**src/rtl/core/bvr_pkg.sv**
```systemverilog
// ----------------------------------------------------------------------------
// bvr_pkg
// shared types and constants of the base velocity ramp
// ----------------------------------------------------------------------------
package bvr_pkg;

    localparam int VEL_W  = 16;
    localparam int LIM_W  = 15;
    localparam int TICK_W = 8;
    localparam int CFG_W  = 16;
    localparam int IDX_W  = 3;

    // action codes
    localparam logic [1:0] ACT_JOY  = 2'd0;
    localparam logic [1:0] ACT_ODOM = 2'd1;
    localparam logic [1:0] ACT_TICK = 2'd2;

    // register indexes
    localparam logic [IDX_W-1:0] REG_MAX_VEL_LIN   = 3'd0;
    localparam logic [IDX_W-1:0] REG_MIN_VEL_LIN   = 3'd1;
    localparam logic [IDX_W-1:0] REG_MAX_VEL_ANG   = 3'd2;
    localparam logic [IDX_W-1:0] REG_ACC_STEP_LIN  = 3'd3;
    localparam logic [IDX_W-1:0] REG_ACC_STEP_ANG  = 3'd4;
    localparam logic [IDX_W-1:0] REG_WINDUP_LIN    = 3'd5;
    localparam logic [IDX_W-1:0] REG_WINDUP_ANG    = 3'd6;
    localparam logic [IDX_W-1:0] REG_TIMEOUT_TICKS = 3'd7;

    localparam logic [TICK_W-1:0] IDLE_MAX = 8'hFF;

    typedef struct packed {
        logic        [LIM_W-1:0]  max_vel_lin;
        logic signed [VEL_W-1:0]  min_vel_lin;
        logic        [LIM_W-1:0]  max_vel_ang;
        logic        [LIM_W-1:0]  acc_step_lin;
        logic        [LIM_W-1:0]  acc_step_ang;
        logic        [LIM_W-1:0]  windup_lin;
        logic        [LIM_W-1:0]  windup_ang;
        logic        [TICK_W-1:0] timeout_ticks;
    } cfg_t;

endpackage

```
**src/rtl/core/bvr_cfg_regs.sv**
```systemverilog
// ----------------------------------------------------------------------------
// bvr_cfg_regs
// configuration register file, write only
// ----------------------------------------------------------------------------
module bvr_cfg_regs
    import bvr_pkg::*;
(
    input  logic             clk,
    input  logic             rst_n,
    input  logic             cfg_we,
    input  logic [IDX_W-1:0] cfg_index,
    input  logic [CFG_W-1:0] cfg_data,
    output cfg_t             cfg
);

    cfg_t cfg_reg;

    always_ff @(posedge clk or negedge rst_n)
    begin
        if (!rst_n)
        begin
            cfg_reg.max_vel_lin   <= 15'd4096;
            cfg_reg.min_vel_lin   <= -16'sd2048;
            cfg_reg.max_vel_ang   <= 15'd12288;
            cfg_reg.acc_step_lin  <= 15'd137;
            cfg_reg.acc_step_ang  <= 15'd410;
            cfg_reg.windup_lin    <= 15'd1024;
            cfg_reg.windup_ang    <= 15'd3072;
            cfg_reg.timeout_ticks <= 8'd7;
        end
        else if (cfg_we)
        begin
            unique case (cfg_index)
                REG_MAX_VEL_LIN:   cfg_reg.max_vel_lin   <= cfg_data[LIM_W-1:0];
                REG_MIN_VEL_LIN:   cfg_reg.min_vel_lin   <= $signed(cfg_data);
                REG_MAX_VEL_ANG:   cfg_reg.max_vel_ang   <= cfg_data[LIM_W-1:0];
                REG_ACC_STEP_LIN:  cfg_reg.acc_step_lin  <= cfg_data[LIM_W-1:0];
                REG_ACC_STEP_ANG:  cfg_reg.acc_step_ang  <= cfg_data[LIM_W-1:0];
                REG_WINDUP_LIN:    cfg_reg.windup_lin    <= cfg_data[LIM_W-1:0];
                REG_WINDUP_ANG:    cfg_reg.windup_ang    <= cfg_data[LIM_W-1:0];
                REG_TIMEOUT_TICKS: cfg_reg.timeout_ticks <= cfg_data[TICK_W-1:0];
                default: ;
            endcase
        end
    end

    assign cfg = cfg_reg;

endmodule

```
**src/rtl/core/bvr_scale.sv**
```systemverilog
// ----------------------------------------------------------------------------
// bvr_scale
// stick axis times speed limit, rounded half up and saturated to 16 bits
// ----------------------------------------------------------------------------
module bvr_scale
    import bvr_pkg::*;
(
    input  logic signed [VEL_W-1:0] axis,
    input  logic signed [VEL_W:0]   scale,
    output logic signed [VEL_W-1:0] target
);

    logic signed [2*VEL_W:0]   prod;
    logic signed [2*VEL_W+1:0] biased;
    logic signed [19:0]        quot;

    assign prod   = axis * scale;
    assign biased = {prod[2*VEL_W], prod} + 34'sd8192;
    // arithmetic shift gives floor, matching both rounding branches
    assign quot   = biased[2*VEL_W+1:14];

    always_comb
    begin
        if (quot > 20'sd32767)
            target = 16'sh7FFF;
        else if (quot < -20'sd32768)
            target = 16'sh8000;
        else
            target = quot[VEL_W-1:0];
    end

endmodule

```
**src/rtl/core/bvr_ramp.sv**
```systemverilog
// ----------------------------------------------------------------------------
// bvr_ramp
// windup clamp around measured speed, then one acceleration step to target
// ----------------------------------------------------------------------------
module bvr_ramp
    import bvr_pkg::*;
(
    input  logic signed [VEL_W-1:0] present,
    input  logic signed [VEL_W-1:0] meas,
    input  logic signed [VEL_W-1:0] desired,
    input  logic        [LIM_W-1:0] windup,
    input  logic        [LIM_W-1:0] step,
    output logic signed [VEL_W-1:0] result
);

    logic signed [VEL_W+1:0] pres_x;
    logic signed [VEL_W+1:0] meas_x;
    logic signed [VEL_W+1:0] des_x;
    logic signed [VEL_W+1:0] wind_x;
    logic signed [VEL_W+1:0] step_x;
    logic signed [VEL_W+1:0] lim_hi;
    logic signed [VEL_W+1:0] lim_lo;
    logic signed [VEL_W+1:0] clamped;
    logic signed [VEL_W+1:0] up;
    logic signed [VEL_W+1:0] dn;
    logic signed [VEL_W+1:0] ramped;

    assign pres_x = {{2{present[VEL_W-1]}}, present};
    assign meas_x = {{2{meas[VEL_W-1]}}, meas};
    assign des_x  = {{2{desired[VEL_W-1]}}, desired};
    assign wind_x = $signed({3'b000, windup});
    assign step_x = $signed({3'b000, step});

    assign lim_hi = meas_x + wind_x;
    assign lim_lo = meas_x - wind_x;

    always_comb
    begin
        if (!present[VEL_W-1])
            clamped = (pres_x < lim_hi) ? pres_x : lim_hi;
        else
            clamped = (pres_x > lim_lo) ? pres_x : lim_lo;

        up = clamped + step_x;
        dn = clamped - step_x;

        if (des_x > clamped)
            ramped = (des_x < up) ? des_x : up;
        else
            ramped = (des_x > dn) ? des_x : dn;
    end

    // the result always lies between clamped and desired, both 16 bit
    assign result = ramped[VEL_W-1:0];

endmodule

```
**src/rtl/core/base_velocity_ramp_unit.sv**
```systemverilog
// ----------------------------------------------------------------------------
// base_velocity_ramp_unit
// two-axis acceleration limited velocity command shaper for a mobile base
// ----------------------------------------------------------------------------
// One item is taken per clock cycle while in_stall is low. An accepted item
// lands in the input register; from there a single pass of logic (target
// scaling with two 16x17 multipliers, or windup clamp and ramp per axis)
// updates the state and, for a stop or a ramped tick, loads the result
// register. Items that give no result proceed even while a result waits on
// a stalled output.
// ----------------------------------------------------------------------------
module base_velocity_ramp_unit
    import bvr_pkg::*;
(
    input  logic                    clk,
    input  logic                    rst_n,
    input  logic                    cfg_we,
    input  logic [IDX_W-1:0]        cfg_index,
    input  logic [CFG_W-1:0]        cfg_data,
    input  logic                    in_valid,
    output logic                    in_stall,
    input  logic [1:0]              action,
    input  logic                    deadman,
    input  logic signed [VEL_W-1:0] axis_lin,
    input  logic signed [VEL_W-1:0] axis_ang,
    input  logic signed [VEL_W-1:0] odom_lin,
    input  logic signed [VEL_W-1:0] odom_ang,
    output logic                    out_valid,
    input  logic                    out_stall,
    output logic signed [VEL_W-1:0] cmd_lin,
    output logic signed [VEL_W-1:0] cmd_ang,
    output logic                    is_stop
);

    cfg_t cfg;

    bvr_cfg_regs u_cfg
    (
        .clk       (clk),
        .rst_n     (rst_n),
        .cfg_we    (cfg_we),
        .cfg_index (cfg_index),
        .cfg_data  (cfg_data),
        .cfg       (cfg)
    );

    // input register
    logic                    in_valid_reg;
    logic [1:0]              action_reg;
    logic                    deadman_reg;
    logic signed [VEL_W-1:0] axis_lin_reg;
    logic signed [VEL_W-1:0] axis_ang_reg;
    logic signed [VEL_W-1:0] odom_lin_reg;
    logic signed [VEL_W-1:0] odom_ang_reg;

    // state
    logic                    active_reg, active_next;
    logic signed [VEL_W-1:0] target_lin_reg, target_lin_next;
    logic signed [VEL_W-1:0] target_ang_reg, target_ang_next;
    logic signed [VEL_W-1:0] out_lin_reg, out_lin_next;
    logic signed [VEL_W-1:0] out_ang_reg, out_ang_next;
    logic signed [VEL_W-1:0] meas_lin_reg, meas_lin_next;
    logic signed [VEL_W-1:0] meas_ang_reg, meas_ang_next;
    logic [TICK_W-1:0]       idle_reg, idle_next;

    // result register
    logic                    out_valid_reg;
    logic signed [VEL_W-1:0] cmd_lin_reg;
    logic signed [VEL_W-1:0] cmd_ang_reg;
    logic                    is_stop_reg;

    logic                    res_valid;
    logic                    res_stop;
    logic                    fire;
    logic                    out_free;
    logic                    in_take;

    logic signed [VEL_W:0]   scale_lin;
    logic signed [VEL_W:0]   scale_ang;
    logic signed [VEL_W-1:0] tgt_lin;
    logic signed [VEL_W-1:0] tgt_ang;
    logic signed [VEL_W-1:0] ramp_lin;
    logic signed [VEL_W-1:0] ramp_ang;
    logic [TICK_W-1:0]       idle_inc;

    // forward or reverse linear scale
    always_comb
    begin
        if (axis_lin_reg > 16'sd0)
            scale_lin = $signed({2'b00, cfg.max_vel_lin});
        else
            scale_lin = -$signed({cfg.min_vel_lin[VEL_W-1], cfg.min_vel_lin});
    end

    assign scale_ang = $signed({2'b00, cfg.max_vel_ang});

    bvr_scale u_scale_lin
    (
        .axis   (axis_lin_reg),
        .scale  (scale_lin),
        .target (tgt_lin)
    );

    bvr_scale u_scale_ang
    (
        .axis   (axis_ang_reg),
        .scale  (scale_ang),
        .target (tgt_ang)
    );

    bvr_ramp u_ramp_lin
    (
        .present (out_lin_reg),
        .meas    (meas_lin_reg),
        .desired (target_lin_reg),
        .windup  (cfg.windup_lin),
        .step    (cfg.acc_step_lin),
        .result  (ramp_lin)
    );

    bvr_ramp u_ramp_ang
    (
        .present (out_ang_reg),
        .meas    (meas_ang_reg),
        .desired (target_ang_reg),
        .windup  (cfg.windup_ang),
        .step    (cfg.acc_step_ang),
        .result  (ramp_ang)
    );

    assign idle_inc = (idle_reg == IDLE_MAX) ? IDLE_MAX : idle_reg + 8'd1;

    always_comb
    begin
        active_next     = active_reg;
        target_lin_next = target_lin_reg;
        target_ang_next = target_ang_reg;
        out_lin_next    = out_lin_reg;
        out_ang_next    = out_ang_reg;
        meas_lin_next   = meas_lin_reg;
        meas_ang_next   = meas_ang_reg;
        idle_next       = idle_reg;
        res_valid       = 1'b0;
        res_stop        = 1'b0;

        case (action_reg)
            ACT_JOY:
            begin
                idle_next = '0;
                if (!deadman_reg)
                begin
                    res_valid = 1'b1;
                    res_stop  = 1'b1;
                end
                else
                begin
                    active_next     = 1'b1;
                    target_lin_next = tgt_lin;
                    target_ang_next = tgt_ang;
                end
            end
            ACT_ODOM:
            begin
                meas_lin_next = odom_lin_reg;
                meas_ang_next = odom_ang_reg;
            end
            ACT_TICK:
            begin
                idle_next = idle_inc;
                if (idle_inc > cfg.timeout_ticks)
                begin
                    res_valid = 1'b1;
                    res_stop  = 1'b1;
                end
                else if (active_reg)
                begin
                    out_lin_next = ramp_lin;
                    out_ang_next = ramp_ang;
                    res_valid    = 1'b1;
                end
            end
            default: ;
        endcase

        if (res_stop)
        begin
            active_next     = 1'b0;
            target_lin_next = '0;
            target_ang_next = '0;
            out_lin_next    = '0;
            out_ang_next    = '0;
        end
    end

    assign out_free = !out_valid_reg || !out_stall;
    assign fire     = in_valid_reg && (out_free || !res_valid);
    assign in_stall = in_valid_reg && !fire;
    assign in_take  = in_valid && !in_stall;

    // input register
    always_ff @(posedge clk or negedge rst_n)
    begin
        if (!rst_n)
        begin
            in_valid_reg <= 1'b0;
        end
        else if (in_take)
        begin
            in_valid_reg <= 1'b1;
        end
        else if (fire)
        begin
            in_valid_reg <= 1'b0;
        end
    end

    always_ff @(posedge clk)
    begin
        if (in_take)
        begin
            action_reg   <= action;
            deadman_reg  <= deadman;
            axis_lin_reg <= axis_lin;
            axis_ang_reg <= axis_ang;
            odom_lin_reg <= odom_lin;
            odom_ang_reg <= odom_ang;
        end
    end

    // block state
    always_ff @(posedge clk or negedge rst_n)
    begin
        if (!rst_n)
        begin
            active_reg     <= 1'b0;
            target_lin_reg <= '0;
            target_ang_reg <= '0;
            out_lin_reg    <= '0;
            out_ang_reg    <= '0;
            meas_lin_reg   <= '0;
            meas_ang_reg   <= '0;
            idle_reg       <= IDLE_MAX;
        end
        else if (fire)
        begin
            active_reg     <= active_next;
            target_lin_reg <= target_lin_next;
            target_ang_reg <= target_ang_next;
            out_lin_reg    <= out_lin_next;
            out_ang_reg    <= out_ang_next;
            meas_lin_reg   <= meas_lin_next;
            meas_ang_reg   <= meas_ang_next;
            idle_reg       <= idle_next;
        end
    end

    // result register
    always_ff @(posedge clk or negedge rst_n)
    begin
        if (!rst_n)
        begin
            out_valid_reg <= 1'b0;
        end
        else if (fire && res_valid)
        begin
            out_valid_reg <= 1'b1;
        end
        else if (!out_stall)
        begin
            out_valid_reg <= 1'b0;
        end
    end

    always_ff @(posedge clk)
    begin
        if (fire && res_valid)
        begin
            cmd_lin_reg <= out_lin_next;
            cmd_ang_reg <= out_ang_next;
            is_stop_reg <= res_stop;
        end
    end

    assign out_valid = out_valid_reg;
    assign cmd_lin   = cmd_lin_reg;
    assign cmd_ang   = cmd_ang_reg;
    assign is_stop   = is_stop_reg;

endmodule
```
**config.mk**
```make
export PLATFORM = sky130hd
export DESIGN_NAME = base_velocity_ramp_unit
export DESIGN_NICKNAME = d
export VERILOG_FILES = /design/src/rtl/core/bvr_pkg.sv /design/src/rtl/core/bvr_cfg_regs.sv /design/src/rtl/core/bvr_scale.sv /design/src/rtl/core/bvr_ramp.sv /design/src/rtl/core/base_velocity_ramp_unit.sv
export SDC_FILE = /design/constraint.sdc
export NUM_CORES = 2
export LEC_CHECK = 0
export BUFFER_PORTS_ARGS = -buffer_cell sky130_fd_sc_hd__buf_2
export CAP_MARGIN = 20
export CELL_PAD_IN_SITES_DETAIL_PLACEMENT = 2
export CELL_PAD_IN_SITES_GLOBAL_PLACEMENT = 2
export CORE_MARGIN = 2
export CORE_UTILIZATION = 39
export CTS_BUF_LIST = sky130_fd_sc_hd__clkbuf_2
export DETAILED_ROUTE_END_ITERATION = 10
export GPL_ROUTABILITY_DRIVEN = 0
export GPL_TIMING_DRIVEN = 0
export PLACE_DENSITY_LB_ADDON = 0.1
export REMOVE_ABC_BUFFERS = 1
export SYNTH_ARGS = -nofsm -noshare
export SYNTH_HDL_FRONTEND = slang
export SYNTH_HIERARCHICAL = 1
export SYNTH_SLANG_ARGS = --single-unit
```
**constraint.sdc**
```tcl
create_clock -name clk -period 8.63 [get_ports clk]
set_clock_uncertainty 0.2 [all_clocks]
set_input_delay 0.4315 -clock clk [delete_from_list [all_inputs] [get_ports clk]]
set_output_delay 0.4315 -clock clk [all_outputs]
set_load 0.02 [all_outputs]
```
==> run metrics <==
status=finished with violations; violated checks=negative setup slack; drt pass-1 iters=5; Top delay family on crit path=compound AO/OA/AOI/OAI gates; RSZ-0062 raised after global routing=yes; share of cells above drive strength 1=25.5%; share of async-settable or async-resettable flops after synthesis=68.8%; critical-path maximum fanout=9; Max Fclk=102 MHz; dpl ws=-2170 ps; row cnt=124; HP Class=in2reg; CP required=9610 ps; Yosys Warn Count=6; worst hold path startpoint=odom_ang[8]; Fillers=11862; Worst Tran Pin Value=1160 ps; critical path type=reg2reg; Fin. Hold Viols=0; worst reg2reg path depth=36; Min-Delay Endpoint=odom_ang_reg[8]; Inserted Clock Buffers=96; post-synth cell types=124; First DRT Iteration DRCs=1721; Max Cap Violations=0; reg2reg start=u_cfg/cfg[35]; Mapped Area=0.0452 sq mm; All-Layer GR Usage=28.5%; Top FF cell, synth=dfrtp_1; final antenna-violating net count=0; Placement Cell Area=0.0474 sq mm; final worst slack=-1140 ps; Yosys top cell by area=fa_1; number of flip-flops in the largest register=114; hold depth=3; via count=38605; HPWL reported at the end of detailed placement=115 mm; starting density of the core=39.4%; Area contributors post-synth=fa_1 (25%), ha_1 (13%), dfrtp_1 (11%); Tcrit/Tclk final=113%; reg2reg end=cmd_lin[12]; TritonCTS Sinks=321; crit path time final=9770 ps; crit path DAT=10750 ps; Yosys reg bits=321; total wire length=191 mm; post-route cell area=0.0562 sq mm; initial antenna violation count=11; Cells after Synth=4649; average cell area after synthesis=9.72 sq um; post-DR vias/cell=5.65; I/O Pins=126; crit end category=register; Max Slew Vio Count=0; most used cell, CP=buf_4; Routed wire per std cell=27.9 um; area share of the largest cell type after synthesis=25.3%; EDFF count, synth=100; WHS=95.0 ps; Clock transition at path regs=160 ps; first-pass GRT wire length=257 mm; WP buf/inv=8; CTS Buffer Depth=3; layout net count=6353; DRC violations left=0; die area=0.119 sq mm; CTS root buffer=clkbuf_2; CP startpoint kind=register; Synth-to-Final Area Change=24.4%; Core ar.=0.115 sq mm; r2r setup slk=-1140 ps; Clock Latency Late Sink=1450 ps; most common cell in the synthesized netlist=inv_1; slowest CP cell=o21ai_0; vias in the first global route=42870; DIE HEIGHT=344 um; sequential area share after synthesis=19.0%; global route overflow=0; Chip Width=344 um; setup_tns=-33480 ps; H-tree Lvls=3; CTS tree=yes; I/O Buffers=125; largest net degree at the start of global routing=110; count of final setup violators=75; Synth top cells by count=inv_1 (767), fa_1 (570), ha_1 (460); Slew HR=22.3%; slowest stage delay, CP=740 ps
-- final cells by class --
type	instances	area, sq um	share of cell area, %
antenna	12	30.0	0.0534
clock buffer	145	726	1.29
clock inverter	34	195	0.347
inverter	772	2910	5.17
multi-input combinational	3396	36100	64.3
sequential	321	8580	15.3
tap	1512	1890	3.37
timing repair buffer	645	5750	10.2
-- metrics by stage --
stage	std cells	util (%)
6_report	6837	49.0
2_1_floorplan	4485	-
5_1_grt	6831	49.0
4_1_cts	6694	46.3
3_3_place_gp	6122	40.7
3_5_place_dp	6153	41.4
-- per-layer routing --
| layer | vias to the layer above | global-route usage, % | wire length, um |
|---|---|---|---|
| li1 | 16536 | - | - |
| met1 | 20478 | 34.2 | 73500 |
| met2 | 1081 | 52.4 | 99500 |
| met3 | 506 | 3.21 | 7620 |
| met4 | 4 | 9.96 | 10200 |
| met5 | - | 0 | 69 |
-- cells by family after synthesis --
group | Yosys count | share of synthesized area [%]
simple gates | 1242 | 14.0
fa+ha+maj | 1030 | 38.0
buf+inv | 949 | 8.73
compound gates | 742 | 12.2
flops | 321 | 19.0
mux | 186 | 4.63
xor+xnor | 178 | 3.53
other cells | 1 | 0.00830
-- how the worst max path moves through the flow --
| stage | cells past startpoint | endpoint | startpoint |
|---|---|---|---|
| floorplan | 26 | target_lin_reg[4] | axis_lin_reg[7] |
| global placement | 25 | target_lin_reg[0] | axis_lin_reg[7] |
| detailed placement | 37 | cmd_lin[7] | meas_lin_reg[0] |
| CTS | 38 | cmd_ang[0] | u_cfg/cfg[12] |
| global route | 43 | cmd_lin[0] | meas_lin_reg[0] |
| finish | 36 | cmd_lin[12] | u_cfg/cfg[35] |
-- worst min-delay path: stages --
cell           delay [ps]
dlygate4sd3_1         520
buf_2                 110
dlygate4sd3_1         550
-- repair_timing --
action | CTS | global route
endpoints found under the setup margin | 80 | 79
pin swaps | 114 | 207
endpoints found under the hold margin | 519 | 0
hold buffers | 233 | 0
resized for setup | 292 | 375
gates cloned | 5 | 2
buffers inserted | 124 | 137
-- layout by cell type, fill, tap and decap left out, types with 34 or more instances in the layout --
master / n
xnor2_1: 116
a21oi_1: 139
nor2b_1: 62
a21oi_2: 45
nor2_1: 198
buf_4: 213
xor2_1: 34
edfxtp_1: 100
and2_1: 246
dfrtp_1: 182
fa_1: 550
inv_1: 750
a21o_1: 71
nand4_1: 37
buf_2: 124
o21ai_0: 62
dlygate4sd3_1: 233
mux2_2: 136
nand3_1: 40
ha_1: 388
ha_4: 47
nand2_1: 385
clkbuf_2: 145
Power is left out: the tool's default activity adds up to more than one toggle a clock period on the data nets, which glitch-free logic cannot reach.
